## src/hw/rtl/psc_pkg.sv

```systemverilog
package psc_pkg;

  // default widths of the data path
  localparam int DATA_WIDTH_DEF    = 32;
  localparam int FRACTION_BITS_DEF = 16;

  // fixed widths: gains and limits, integral, serial digit
  localparam int COEF_W  = 32;
  localparam int SUM_W   = 48;
  localparam int DIGIT_W = 4;
  localparam int REG_IDX_W = 3;

  // register reset values
  localparam logic signed [COEF_W-1:0] RST_KP    = 32'sd52429;
  localparam logic signed [COEF_W-1:0] RST_KI    = 32'sd3277;
  localparam logic signed [COEF_W-1:0] RST_KD    = 32'sd1311;
  localparam logic [COEF_W-2:0]        RST_DT    = 31'd655;
  localparam logic [COEF_W-2:0]        RST_INVDT = 31'd6553600;
  localparam logic signed [COEF_W-1:0] RST_FLOOR = -32'sd65536;
  localparam logic signed [COEF_W-1:0] RST_CEIL  = 32'sd65536;

  // configuration register indexes
  typedef enum logic [REG_IDX_W-1:0] {
    REG_KP    = 3'd0,
    REG_KI    = 3'd1,
    REG_KD    = 3'd2,
    REG_DT    = 3'd3,
    REG_INVDT = 3'd4,
    REG_FLOOR = 3'd5,
    REG_CEIL  = 3'd6
  } reg_idx_t;

endpackage

```

## src/hw/rtl/psc_serial_mul.sv

```systemverilog
module psc_serial_mul import psc_pkg::*; #(
  parameter int X_WIDTH       = SUM_W,
  parameter int FRACTION_BITS = FRACTION_BITS_DEF,
  localparam int RES_W        = X_WIDTH + COEF_W - FRACTION_BITS + 1
) (
  input  logic                     clk,
  input  logic                     rst,
  input  logic                     start,
  input  logic signed [X_WIDTH-1:0] x,
  input  logic signed [COEF_W:0]    c,
  output logic                     done,
  output logic signed [RES_W-1:0]  result
);

  localparam int DIGITS = COEF_W / DIGIT_W;
  localparam int CNT_W  = $clog2(DIGITS);
  localparam int PROD_W = X_WIDTH + COEF_W;
  localparam int Q_W    = PROD_W - FRACTION_BITS;

  logic [X_WIDTH-1:0]         a_mag;
  logic [X_WIDTH-1:0]         hi;
  logic [COEF_W-1:0]          lo;
  logic                       neg;
  logic                       busy;
  logic                       fin;
  logic [CNT_W-1:0]           cnt;
  logic [X_WIDTH+DIGIT_W-1:0] step_sum;
  logic [PROD_W-1:0]          prod;
  logic [Q_W-1:0]             q;
  logic [X_WIDTH-1:0]         x_mag;
  logic [COEF_W:0]            c_abs;

  // magnitudes of the operands at load
  assign x_mag = x[X_WIDTH-1] ? X_WIDTH'(-x) : X_WIDTH'(x);
  assign c_abs = c[COEF_W] ? (COEF_W+1)'(-c) : (COEF_W+1)'(c);

  // one digit of the multiplier per cycle, low digit first
  assign step_sum = (X_WIDTH+DIGIT_W)'(hi)
                  + (X_WIDTH+DIGIT_W)'(a_mag) * (X_WIDTH+DIGIT_W)'(lo[DIGIT_W-1:0]);

  // truncate toward zero on the magnitude
  assign prod = {hi, lo};
  assign q    = prod[PROD_W-1:FRACTION_BITS];

  // sequencing
  always_ff @(posedge clk) begin
    if (rst) begin
      busy <= 1'b0;
      fin  <= 1'b0;
      done <= 1'b0;
      cnt  <= '0;
    end else begin
      done <= 1'b0;
      if (start) begin
        busy <= 1'b1;
        fin  <= 1'b0;
        cnt  <= '0;
      end else if (busy) begin
        cnt <= cnt + CNT_W'(1);
        if (cnt == CNT_W'(DIGITS - 1)) begin
          busy <= 1'b0;
          fin  <= 1'b1;
        end
      end else if (fin) begin
        fin  <= 1'b0;
        done <= 1'b1;
      end
    end
  end

  // operand and partial product registers
  always_ff @(posedge clk) begin
    if (start) begin
      a_mag <= x_mag;
      hi    <= '0;
      lo    <= c_abs[COEF_W-1:0];
      neg   <= x[X_WIDTH-1] ^ c[COEF_W];
    end else if (busy) begin
      hi <= step_sum[X_WIDTH+DIGIT_W-1:DIGIT_W];
      lo <= {step_sum[DIGIT_W-1:0], lo[COEF_W-1:DIGIT_W]};
    end
  end

  // signed result
  always_ff @(posedge clk) begin
    if (fin) begin
      result <= neg ? -$signed({1'b0, q}) : $signed({1'b0, q});
    end
  end

endmodule

```

## src/hw/rtl/pid_speed_controller_core.sv

```systemverilog
// an accepted word runs states INC through OUT to give its drive value
// five products of each control tick share one digit-serial multiplier
//   at 4 bits a cycle; a new word is accepted only in the idle state
// a finished drive value waits in the output register while the next tick runs
// reset (synchronous): gains and limits to defaults, integral and last error to zero
module pid_speed_controller_core import psc_pkg::*; #(
  parameter int DATA_WIDTH    = DATA_WIDTH_DEF,
  parameter int FRACTION_BITS = FRACTION_BITS_DEF,
  localparam int IN_W  = ((2 * DATA_WIDTH + 7) / 8) * 8,
  localparam int OUT_W = ((DATA_WIDTH + 7) / 8) * 8
) (
  input  logic                 clk,
  input  logic                 rst,
  input  logic                 s_axis_tvalid,
  output logic                 s_axis_tready,
  input  logic [IN_W-1:0]      s_axis_tdata,   // target_value, measured_value
  output logic                 m_axis_tvalid,
  input  logic                 m_axis_tready,
  output logic [OUT_W-1:0]     m_axis_tdata,   // drive_value
  input  logic                 cfg_write,
  input  logic [REG_IDX_W-1:0] cfg_index,
  input  logic [COEF_W-1:0]    cfg_data
);

  localparam int DW = DATA_WIDTH;
  localparam int EW = DW + 1;
  localparam int FW = DW + 2;
  localparam int XW = (FW > SUM_W) ? FW : SUM_W;
  localparam int RW = XW + COEF_W - FRACTION_BITS + 1;
  localparam int UW = RW + 2;
  localparam int SW = SUM_W + 2;

  // integral increment limits: -2^48 and 2^48-2
  localparam logic signed [RW-1:0] INC_LO = {{(RW-SUM_W){1'b1}}, {SUM_W{1'b0}}};
  localparam logic signed [RW-1:0] INC_HI = {{(RW-SUM_W){1'b0}}, {(SUM_W-1){1'b1}}, 1'b0};
  // 48-bit signed limits
  localparam logic signed [RW-1:0] SUM_MAX_R = {{(RW-SUM_W+1){1'b0}}, {(SUM_W-1){1'b1}}};
  localparam logic signed [RW-1:0] SUM_MIN_R = {{(RW-SUM_W+1){1'b1}}, {(SUM_W-1){1'b0}}};
  localparam logic signed [SW-1:0] SUM_MAX_S = {{(SW-SUM_W+1){1'b0}}, {(SUM_W-1){1'b1}}};
  localparam logic signed [SW-1:0] SUM_MIN_S = {{(SW-SUM_W+1){1'b1}}, {(SUM_W-1){1'b0}}};
  // data width limits
  localparam logic signed [UW-1:0] DATA_MAX = {{(UW-DW+1){1'b0}}, {(DW-1){1'b1}}};
  localparam logic signed [UW-1:0] DATA_MIN = {{(UW-DW+1){1'b1}}, {(DW-1){1'b0}}};

  typedef enum logic [7:0] {
    ST_IDLE = 8'b0000_0001,
    ST_INC  = 8'b0000_0010,
    ST_DER  = 8'b0000_0100,
    ST_PROP = 8'b0000_1000,
    ST_INTG = 8'b0001_0000,
    ST_DRV  = 8'b0010_0000,
    ST_CEIL = 8'b0100_0000,
    ST_OUT  = 8'b1000_0000
  } state_t;

  state_t state;

  // configuration registers
  logic signed [COEF_W-1:0] kp;
  logic signed [COEF_W-1:0] ki;
  logic signed [COEF_W-1:0] kd;
  logic [COEF_W-2:0]        dt;
  logic [COEF_W-2:0]        inv_dt;
  logic signed [COEF_W-1:0] out_floor;
  logic signed [COEF_W-1:0] out_ceil;

  // controller state and working registers
  logic signed [SUM_W-1:0] error_sum;
  logic signed [EW-1:0]    last_error;
  logic signed [EW-1:0]    err;
  logic signed [FW-1:0]    diff;
  logic signed [SUM_W-1:0] deriv;
  logic signed [UW-1:0]    acc;
  logic                    mul_start;
  logic [DW-1:0]           out_data;
  logic                    out_valid;

  logic signed [DW-1:0]    target;
  logic signed [DW-1:0]    measured;
  logic signed [EW-1:0]    err_next;
  logic signed [FW-1:0]    diff_next;
  logic                    in_accept;
  logic                    out_free;

  logic signed [XW-1:0]     mul_x;
  logic signed [COEF_W:0]   mul_c;
  logic                     mul_done;
  logic signed [RW-1:0]     mul_result;

  logic signed [RW-1:0]     inc_sat;
  logic signed [SUM_W:0]    inc_n;
  logic signed [SW-1:0]     sum_wide;
  logic signed [SUM_W-1:0]  error_sum_next;
  logic signed [SUM_W-1:0]  deriv_next;
  logic signed [UW-1:0]     ceil_w;
  logic signed [UW-1:0]     floor_w;
  logic signed [UW-1:0]     floored;
  logic signed [UW-1:0]     drive_next;

  // input unpacking and error terms
  assign target    = s_axis_tdata[DW-1:0];
  assign measured  = s_axis_tdata[2*DW-1:DW];
  assign err_next  = EW'(target) - EW'(measured);
  assign diff_next = FW'(err_next) - FW'(last_error);

  assign s_axis_tready = (state == ST_IDLE);
  assign in_accept     = s_axis_tvalid && s_axis_tready;
  assign out_free      = !out_valid || m_axis_tready;

  assign m_axis_tvalid = out_valid;
  assign m_axis_tdata  = OUT_W'(out_data);

  // configuration writes
  always_ff @(posedge clk) begin
    if (rst) begin
      kp        <= RST_KP;
      ki        <= RST_KI;
      kd        <= RST_KD;
      dt        <= RST_DT;
      inv_dt    <= RST_INVDT;
      out_floor <= RST_FLOOR;
      out_ceil  <= RST_CEIL;
    end else if (cfg_write) begin
      unique case (reg_idx_t'(cfg_index))
        REG_KP:    kp        <= cfg_data;
        REG_KI:    ki        <= cfg_data;
        REG_KD:    kd        <= cfg_data;
        REG_DT:    dt        <= cfg_data[COEF_W-2:0];
        REG_INVDT: inv_dt    <= cfg_data[COEF_W-2:0];
        REG_FLOOR: out_floor <= cfg_data;
        REG_CEIL:  out_ceil  <= cfg_data;
        default: ;
      endcase
    end
  end

  // operand select for the shared multiplier
  always_comb begin
    mul_x = XW'(err);
    mul_c = {2'b00, dt};
    case (state)
      ST_DER: begin
        mul_x = XW'(diff);
        mul_c = {2'b00, inv_dt};
      end
      ST_PROP: begin
        mul_x = XW'(err);
        mul_c = (COEF_W+1)'(kp);
      end
      ST_INTG: begin
        mul_x = XW'(error_sum);
        mul_c = (COEF_W+1)'(ki);
      end
      ST_DRV: begin
        mul_x = XW'(deriv);
        mul_c = (COEF_W+1)'(kd);
      end
      default: ;
    endcase
  end

  psc_serial_mul #(
    .X_WIDTH       (XW),
    .FRACTION_BITS (FRACTION_BITS)
  ) u_mul (
    .clk    (clk),
    .rst    (rst),
    .start  (mul_start),
    .x      (mul_x),
    .c      (mul_c),
    .done   (mul_done),
    .result (mul_result)
  );

  // saturating integral update
  always_comb begin
    if (mul_result < INC_LO) begin
      inc_sat = INC_LO;
    end else if (mul_result > INC_HI) begin
      inc_sat = INC_HI;
    end else begin
      inc_sat = mul_result;
    end
    inc_n    = inc_sat[SUM_W:0];
    sum_wide = SW'(error_sum) + SW'(inc_n);
    if (sum_wide > SUM_MAX_S) begin
      error_sum_next = SUM_MAX_S[SUM_W-1:0];
    end else if (sum_wide < SUM_MIN_S) begin
      error_sum_next = SUM_MIN_S[SUM_W-1:0];
    end else begin
      error_sum_next = sum_wide[SUM_W-1:0];
    end
  end

  // derivative saturates to 48 bits
  always_comb begin
    if (mul_result > SUM_MAX_R) begin
      deriv_next = SUM_MAX_R[SUM_W-1:0];
    end else if (mul_result < SUM_MIN_R) begin
      deriv_next = SUM_MIN_R[SUM_W-1:0];
    end else begin
      deriv_next = mul_result[SUM_W-1:0];
    end
  end

  // floor clamp then data width saturation
  assign ceil_w  = UW'(out_ceil);
  assign floor_w = UW'(out_floor);
  assign floored = (acc < floor_w) ? floor_w : acc;
  always_comb begin
    if (floored > DATA_MAX) begin
      drive_next = DATA_MAX;
    end else if (floored < DATA_MIN) begin
      drive_next = DATA_MIN;
    end else begin
      drive_next = floored;
    end
  end

  // tick sequencer
  always_ff @(posedge clk) begin
    if (rst) begin
      state      <= ST_IDLE;
      mul_start  <= 1'b0;
      error_sum  <= '0;
      last_error <= '0;
    end else begin
      mul_start <= 1'b0;
      unique case (state)
        ST_IDLE: begin
          if (in_accept) begin
            last_error <= err_next;
            mul_start  <= 1'b1;
            state      <= ST_INC;
          end
        end
        ST_INC: begin
          if (mul_done) begin
            error_sum <= error_sum_next;
            mul_start <= 1'b1;
            state     <= ST_DER;
          end
        end
        ST_DER: begin
          if (mul_done) begin
            mul_start <= 1'b1;
            state     <= ST_PROP;
          end
        end
        ST_PROP: begin
          if (mul_done) begin
            mul_start <= 1'b1;
            state     <= ST_INTG;
          end
        end
        ST_INTG: begin
          if (mul_done) begin
            mul_start <= 1'b1;
            state     <= ST_DRV;
          end
        end
        ST_DRV: begin
          if (mul_done) begin
            state <= ST_CEIL;
          end
        end
        ST_CEIL: begin
          state <= ST_OUT;
        end
        ST_OUT: begin
          if (out_free) begin
            state <= ST_IDLE;
          end
        end
        default: state <= ST_IDLE;
      endcase
    end
  end

  // data path registers
  always_ff @(posedge clk) begin
    if (in_accept) begin
      err  <= err_next;
      diff <= diff_next;
    end
    if (mul_done && state == ST_DER) begin
      deriv <= deriv_next;
    end
    // drive sum accumulates the three terms, then is clamped to the ceiling
    if (mul_done && state == ST_PROP) begin
      acc <= UW'(mul_result);
    end else if (mul_done && (state == ST_INTG || state == ST_DRV)) begin
      acc <= acc + UW'(mul_result);
    end else if (state == ST_CEIL && acc > ceil_w) begin
      acc <= ceil_w;
    end
  end

  // output register
  always_ff @(posedge clk) begin
    if (rst) begin
      out_valid <= 1'b0;
    end else if (state == ST_OUT && out_free) begin
      out_valid <= 1'b1;
    end else if (m_axis_tready) begin
      out_valid <= 1'b0;
    end
  end

  always_ff @(posedge clk) begin
    if (state == ST_OUT && out_free) begin
      out_data <= drive_next[DW-1:0];
    end
  end

  // checks
  a_done_in_mul_state: assert property (@(posedge clk) disable iff (rst)
    mul_done |-> (state == ST_INC || state == ST_DER || state == ST_PROP ||
                  state == ST_INTG || state == ST_DRV))
    else $error("multiplier finished outside a product step");

  a_accept_starts_tick: assert property (@(posedge clk) disable iff (rst)
    in_accept |=> (state == ST_INC && mul_start))
    else $error("accepted word did not start the integral product");

  a_no_early_done: assert property (@(posedge clk) disable iff (rst)
    mul_start |=> !mul_done)
    else $error("multiplier finished right after load");

  a_out_from_clamp: assert property (@(posedge clk) disable iff (rst)
    $rose(m_axis_tvalid) |-> $past(state == ST_OUT))
    else $error("drive value shown without a finished clamp");

endmodule

```

## config.mk

```make
export PLATFORM = sky130hd
export DESIGN_NAME = pid_speed_controller_core
export DESIGN_NICKNAME = d
export VERILOG_FILES = /design/src/hw/rtl/psc_pkg.sv /design/src/hw/rtl/psc_serial_mul.sv /design/src/hw/rtl/pid_speed_controller_core.sv
export SDC_FILE = /design/constraint.sdc
export NUM_CORES = 2
export LEC_CHECK = 0
export BUFFER_PORTS_ARGS = -buffer_cell sky130_fd_sc_hd__buf_2
export CAP_MARGIN = 0
export CORE_ASPECT_RATIO = 0.5
export CORE_UTILIZATION = 55
export DETAILED_ROUTE_END_ITERATION = 6
export GPL_TIMING_DRIVEN = 0
export PLACE_DENSITY_LB_ADDON = 0.15
export SLEW_MARGIN = 15
export SYNTH_ARGS = -nofsm -noshare
export SYNTH_HDL_FRONTEND = slang
export SYNTH_SLANG_ARGS = --single-unit
```

## constraint.sdc

```tcl
create_clock -name clk -period 7.9 [get_ports clk]
set_input_delay 0.79 -clock clk [delete_from_list [all_inputs] [get_ports clk]]
set_output_delay 0.79 -clock clk [all_outputs]
set_load 0.02 [all_outputs]
```

# Yosys cells after proc, flatten, opt, wreduce, memory -nomap -nowiden

Index checks and enable logic that the tools add are counted.
W data, S select, Z words.

$add $sub $neg: 9
Multiply operators: 1
Order comparisons: 10
Equality and inequality tests: 22
Multiplexer cells: 34
Bitwise logic cells: 2
Reduce and logical (&&, ||, !) cells: 27

Operators by type and width:

| kind                   | number |
|---|---|
| $mux W67               | 4 |
| $mux W48               | 3 |
| $pmux W48 S3           | 1 |
| $pmux W33 S4           | 1 |
| $mux W32               | 4 |
| $mux W49               | 2 |
| $add A67 B65 Y67       | 1 |
| $gt A67 B32 Y1         | 1 |
| $gt A67 B32 Y1 const B | 1 |
| $lt A67 B32 Y1         | 1 |
| $lt A67 B32 Y1 const B | 1 |
| $gt A65 B48 Y1 const B | 1 |
| $gt A65 B49 Y1 const B | 1 |
| $lt A65 B48 Y1 const B | 1 |
| $lt A65 B49 Y1 const B | 1 |
| $neg A64 Y65           | 1 |
| $mux W64               | 1 |
| $pmux W8 S8            | 1 |
| $mux W8                | 7 |
| $add A48 B52 Y52       | 1 |
| $mul A48 B4 Y52        | 1 |
| $add A48 B49 Y50       | 1 |
| $gt A50 B48 Y1 const B | 1 |
| $lt A50 B48 Y1 const B | 1 |
| other kinds (34)       | 66 |

Bits in registers: 727
Output and inout port bits: 34
Logic and storage cells: 133

# Depth between registers and ports, before layout

Depth in word-level cells: 7
Mapped depth: 25
Gate-level depth less buffers: 25

# Cells and area by module

From an unflattened synthesis, not the netlist that was laid out.

Cell total of the unflattened synthesis: 6089
Area total of the unflattened synthesis: 52391.5 um^2

Modules (own cells, without submodules):

| module                    | instances | cells an instance | area an instance (um^2) | seq. area each (um^2) |
|---|---|---|---|---|
| pid_speed_controller_core | 1         | 4262              | 35119.9                 | 12692.2 |
| psc_serial_mul            | 1         | 1827              | 17271.6                 | 5465.2 |

# Least setup slack after synthesis

No wires, ideal clock.

Kind: reg2reg
From: reg out_ceil[31]
To: reg acc[0] (enable)
Setup time: 0.510 ns
Arrival: 5.851 ns
Data required time: 7.390 ns
Slack: 1.539 ns
Cell stages (with the launch flop): 15
Buffers on the path: 0
Period minus slack after synthesis: 6.361 ns
Cells stage by stage: dfxtp_1 inv_1 ha_1 a21o_1 a21oi_1 nor2b_1 o21ai_0 nand2b_1 a21oi_1 nor2b_1 o21ai_0 nand2_1 a221oi_1 xnor2_1 o211ai_1

Cells in the longest elaborated chain, start to end: 3

Ends and longest elaborated chain:

| element                             | RTL line                         | RTL |
|---|---|---|
| from (decl)                         | pid_speed_controller_core.sv:65  | `logic signed [COEF_W-1:0] out_ceil;` |
| from (signal assigned)              | pid_speed_controller_core.sv:131 | `REG_CEIL: out_ceil <= cfg_data;` |
| $gt A67 B32 Y1                      | pid_speed_controller_core.sv:294 | `end else if (state == ST_CEIL && acc > ceil_w) begin` |
| $logic_and A1 B1 Y1                 | pid_speed_controller_core.sv:294 |  |
| $reduce_bool A3 Y1 (no source line) | --                               |  |
| to (signal assigned)                | pid_speed_controller_core.sv:291 | `acc <= UW'(mul_result);` |
| to (signal assigned)                | pid_speed_controller_core.sv:293 | `acc <= acc + UW'(mul_result);` |
| to (signal assigned)                | pid_speed_controller_core.sv:295 | `acc <= ceil_w;` |
| to (decl)                           | pid_speed_controller_core.sv:73  | `logic signed [UW-1:0] acc;` |

No other way between the ends.
A chain may end at the register's enable or synchronous reset.

# Worst setup path in the final report

From: reg u_mul.result[56]
To: reg error_sum[31]

Cells in the longest elaborated chain, start to end: 7
Elaborated cells on any way between the ends: 9

Ends and longest elaborated chain:

| element                | RTL line                         | RTL |
|---|---|---|
| from (decl)            | psc_serial_mul.sv:12             | `output logic signed [RES_W-1:0] result` |
| from (signal assigned) | psc_serial_mul.sv:87             | `result <= neg ? -$signed({1'b0, q}) : $signed({1'b0, q});` |
| $gt A65 B49 Y1         | pid_speed_controller_core.sv:179 | `end else if (mul_result > INC_HI) begin` |
| $mux W49               | pid_speed_controller_core.sv:179 |  |
| $mux W49 *             | pid_speed_controller_core.sv:177 | `if (mul_result < INC_LO) begin` |
| $add A48 B49 Y50 *     | pid_speed_controller_core.sv:185 | `sum_wide = SW'(error_sum) + SW'(inc_n);` |
| $lt A50 B48 Y1         | pid_speed_controller_core.sv:188 | `end else if (sum_wide < SUM_MIN_S) begin` |
| $mux W48               | pid_speed_controller_core.sv:188 |  |
| $mux W48 *             | pid_speed_controller_core.sv:186 | `if (sum_wide > SUM_MAX_S) begin` |
| to (signal assigned)   | pid_speed_controller_core.sv:239 | `error_sum <= error_sum_next;` |
| to (decl)              | pid_speed_controller_core.sv:68  | `logic signed [SUM_W-1:0] error_sum;` |

Mark *: on every way between the ends. The rest lies on a longest branch, timed or not.

==> impl_metrics.csv <==
group,metric,value,unit
power_and_ir_drop,leakagePower,0.0228,uW
clock_network,tritoncts,"done",
yosys,synth_cell_types,89,
yosys,async_flop_share,0,
placed_design,io_buffers,136,
hold_path,hold_depth,3,
layout,fin_util,0.613,
sta,final-hold-violation-count,0,
hold_path,hold_end,"out_ceil[31]",
setup_path,r2r_end,"error_sum[31]",
layout,areaGrowthSynthToFinish,9.42,%
setup_path,rr_worst_depth,20,
hold_path,hp-class,"input pin to register",
drt,wl_met2,72.8,mm
sta,finalClockSkew,0.0391,ns
drt,wl_per_cell,24.5,microns
global_routing,track_usage,0.378,
layout,filler_cell_count,8061,
die,rows,78,
yosys,synth_flop_cell,"dfxtp_1",
layout,layout-drive-gt1-share,0.0570,
die,dieArea,0.0946,sq mm
clock_network,cts_resized,0,
placed_design,dp.cells,7283,
drt,routed.top_layer,"met5",
setup_path,worstSetupPathType,"register to register",
drt,viasPerCell,6.35,
sta,finalCriticalPeriod,7.58,ns
global_routing,grt_pass1_vias,43600,
power_and_ir_drop,switching_share,0.376,
status,failed_checks,"DRC",
power_and_ir_drop,p_per_area,238,mW/mm^2
hold_path,hold_path_startpoint,"cfg_data[31]",
yosys,ys_warn_count,0,
power_and_ir_drop,p_seq_frac,0.353,
sta,rsz0062_at_grt,"false",
yosys,synth_top_area_share,0.211,
power_and_ir_drop,p_int,8320,uW
power_and_ir_drop,finalPower,13300,uW
drt,num_vias,47100,
setup_path,critPathLaunchType,"register",
clock_network,path_clk_slew,0.07,ns
drt,routed_wl,182,mm
yosys,avgSynthCellArea,8.71,sq um
run,maxCapViolCount,0,
yosys,synth_area_leaders,"edfxtp_1 (21%), dfxtp_1 (14%), ha_1 (9.2%)",
setup_path,path_delay_family,"compound AO/OA/AOI/OAI gates",
drt,drt_iter0_drc,6311,
clock_network,cts_max_path_buffers,3,
power_and_ir_drop,ir_worst_vdd,0.215,mV
setup_path,r2r-start,"u_mul.result[56]",
sta,worst_pin_slew,1.33,ns
die,die_x,434,microns
yosys,synth_area_leader_cell,"edfxtp_1",
sta,slew_headroom,0.106,
global_routing,grt_max_degree,55,
setup_path,cpMaxStageDelayCell,"a311oi_1",
global_routing,grt_pass1_wl,269,mm
clock_network,clockRootBuffer,"clkbuf_16",
drt,drt_pass1_iterations,7,
sta,setup_viol,0,
die,fp.coreArea,0.0915,sq mm
setup_path,critPathMaxStageDelay,0.81,ns
die,start_util,0.561,
clock_network,clock_sinks,727,
power_and_ir_drop,switching_power,5020,uW
yosys,syn-num-nets,6517,
layout,finalNonFillerCells,7415,
placed_design,dp_hpwl,144,mm
setup_path,path_cells,"nor4_1 -> nand4_1 -> a21oi_1 -> nor2_2 -> clkbuf_1 -> o21a_1 -> ha_1 -> nand3_1 -> nor2_1 -> o211ai_1 -> a211oi_1 -> o2111ai_1 -> a311oi_1 -> o21ai_0 -> and4_1 -> a311o_1 -> nor2_1 -> clkbuf_1 -> nand2_1 -> a211oi_1",
yosys,synth-seq-cells,727,
setup_path,path_max_fanout,10,
yosys,syn-instance-count,5892,
clock_network,h-tree-depth,3,
drt,wl_met3,25.5,mm
sta,timing.fmax,0.132,GHz
setup_path,required,8.49,ns
status,outcome,"complete, but fails checks",
sta,holdWs,0.433,ns
global_routing,overflow,0,
sta,finalCritPeriodShare,0.959,
drt,antenna_left,0,
setup_path,reg2reg_slack,0.32,ns
yosys,syn_area,0.0513,sq mm
setup_path,end_kind,"register",
drt,drcViolationCount,5,
die,io_pins,138,
setup_path,cp.arrival,8.17,ns
global_routing,antenna_found_initial,6,
die,die_h,218,microns
layout,n_antenna_cell,0,
drt,wl_met1,78.7,mm
yosys,ys_seq_area_frac,0.354,
clock_network,insertion_delay,0.69,ns
yosys,synth_edf_count,360,
layout,fin_nets,6742,
clock_network,cts_hold_buf,0,
placed_design,place.gp.congestion,1.03,
setup_path,worstPathBufferInverterCount,2,
power_and_ir_drop,power.share.clock,0.271,
power_and_ir_drop,power_frac_comb,0.376,
clock_network,cts_setup_buffers,0,
sta,drv_slew,0,
clock_network,cts_buffers,70,
[flip-flops by register name (all words and copies together), names as in the netlist, 34 cells and up]
| register | flops |
|---|---|
| acc | 67 |
| deriv | 48 |
| diff | 34 |
| error_sum | 48 |
| u_mul.a_mag | 48 |
| u_mul.hi | 48 |
| u_mul.result | 65 |
[stage by stage]
stage | setup slack [ns] | cell area, sq um | setup TNS, ns
after floorplan | 1.54 | 51300 | 0
after global placement | -0.813 | 53500 | -53.79
after detailed placement | 0.683 | 53800 | 0
after CTS | 0.631 | 56100 | 0
after global routing | 0.102 | 56100 | 0
final | 0.322 | 56100 | 0
[power groups by stage]
stage          clock [uW]  combinational, uW  sequential (uW)
2_1_floorplan           0               3700             4620
3_3_place_gp            0               4750             4780
3_5_place_dp            0               4860             4780
4_1_cts              3610               4910             4700
5_1_grt              3760               5530             4730
6_report             3620               5020             4720
[Yosys cell counts, types with 80 or more instances]
| master | count |
|---|---|
| dfxtp_1 | 367 |
| clkbuf_1 | 259 |
| nand2_1 | 1017 |
| nand4_1 | 87 |
| o21a_1 | 80 |
| a21o_1 | 184 |
| ha_1 | 378 |
| edfxtp_1 | 360 |
| a22oi_1 | 84 |
| xor2_1 | 106 |
| xnor2_1 | 230 |
| inv_1 | 302 |
| o21ai_0 | 257 |
| a21oi_1 | 557 |
| nor2_1 | 348 |
| fa_1 | 143 |
[worst register-to-register path, cell delays in order (launching register included)]
cell and delay, ns:
edfxtp_1 0.51, nor4_1 0.41, nand4_1 0.69, a21oi_1 0.40, nor2_2 0.17, clkbuf_1 0.35, o21a_1 0.25, ha_1 0.37
nand3_1 0.15, nor2_1 0.21, o211ai_1 0.17, a211oi_1 0.38, o2111ai_1 0.28, a311oi_1 0.81, o21ai_0 0.21, and4_1 0.23
a311o_1 0.41, nor2_1 0.63, clkbuf_1 0.51, nand2_1 0.11, a211oi_1 0.26
[layout by cell type, fill, tap and decap left out, drive strengths merged, types with 15 or more instances in the layout]
cell | Yosys | layout
a211oi | 77 | 77
a21boi | 43 | 43
a21o | 184 | 184
a21oi | 557 | 557
a22o | 32 | 32
a22oi | 84 | 84
a31oi | 50 | 50
and2 | 64 | 64
and3 | 28 | 28
buf | 41 | 194
clkbuf | 259 | 352
clkinv | 0 | 20
dfxtp | 367 | 367
edfxtp | 360 | 360
fa | 143 | 143
ha | 378 | 378
inv | 302 | 308
mux2i | 70 | 70
nand2 | 1018 | 1018
nand2b | 57 | 57
nand3 | 75 | 75
nand3b | 52 | 52
nand4 | 87 | 87
nor2 | 349 | 349
nor2b | 59 | 59
nor3 | 62 | 62
nor4 | 27 | 27
o211ai | 26 | 26
o21a | 80 | 80
o21ai | 272 | 272
o21bai | 33 | 33
o221ai | 15 | 15
o31ai | 41 | 41
or2 | 26 | 26
or3 | 35 | 35
xnor2 | 230 | 230
xor2 | 106 | 106
[metal layers]
layer / up-vias / GRT usage
met4: 4 / 0.104
met1: 22900 / 0.549
met5: - / 0.00512
met2: 2499 / 0.528
met3: 350 / 0.129
li1: 21400 / -
[how the worst max path moves through the flow]
stage / start / to / slack [ns] / cells after the start
finish: u_mul.result[56] / error_sum[31] / 0.32 / 20
detailed placement: u_mul.result[26] / error_sum[46] / 0.68 / 21
floorplan: out_ceil[31] / acc[0] / 1.54 / 14
CTS: u_mul.result[26] / error_sum[46] / 0.63 / 21
global placement: out_ceil[31] / acc[8] / -0.81 / 9
global route: u_mul.result[56] / error_sum[38] / 0.10 / 20
[cell type report]
| cell class | instances | area (sq um) | share of cell area |
|---|---|---|---|
| sequential | 727 | 18200 | 0.324 |
| multi-input combinational | 4563 | 30900 | 0.550 |
| buffer | 300 | 1160 | 0.0207 |
| tap | 1240 | 1550 | 0.0276 |
| timing repair buffer | 153 | 868 | 0.0155 |
| clock buffer | 93 | 1980 | 0.0353 |
| inverter | 302 | 1130 | 0.0202 |
| clock inverter | 37 | 394 | 0.00702 |
[cell families after synthesis]
logic type      Yosys count  synth area share
compound gates         1645             0.205
buf+inv                 602            0.0447
simple gates           1980             0.175
fa+ha+maj               521             0.148
mux                      81            0.0161
xor+xnor                336            0.0573
flops                   727             0.354
(Power assumes the default switching activity.)
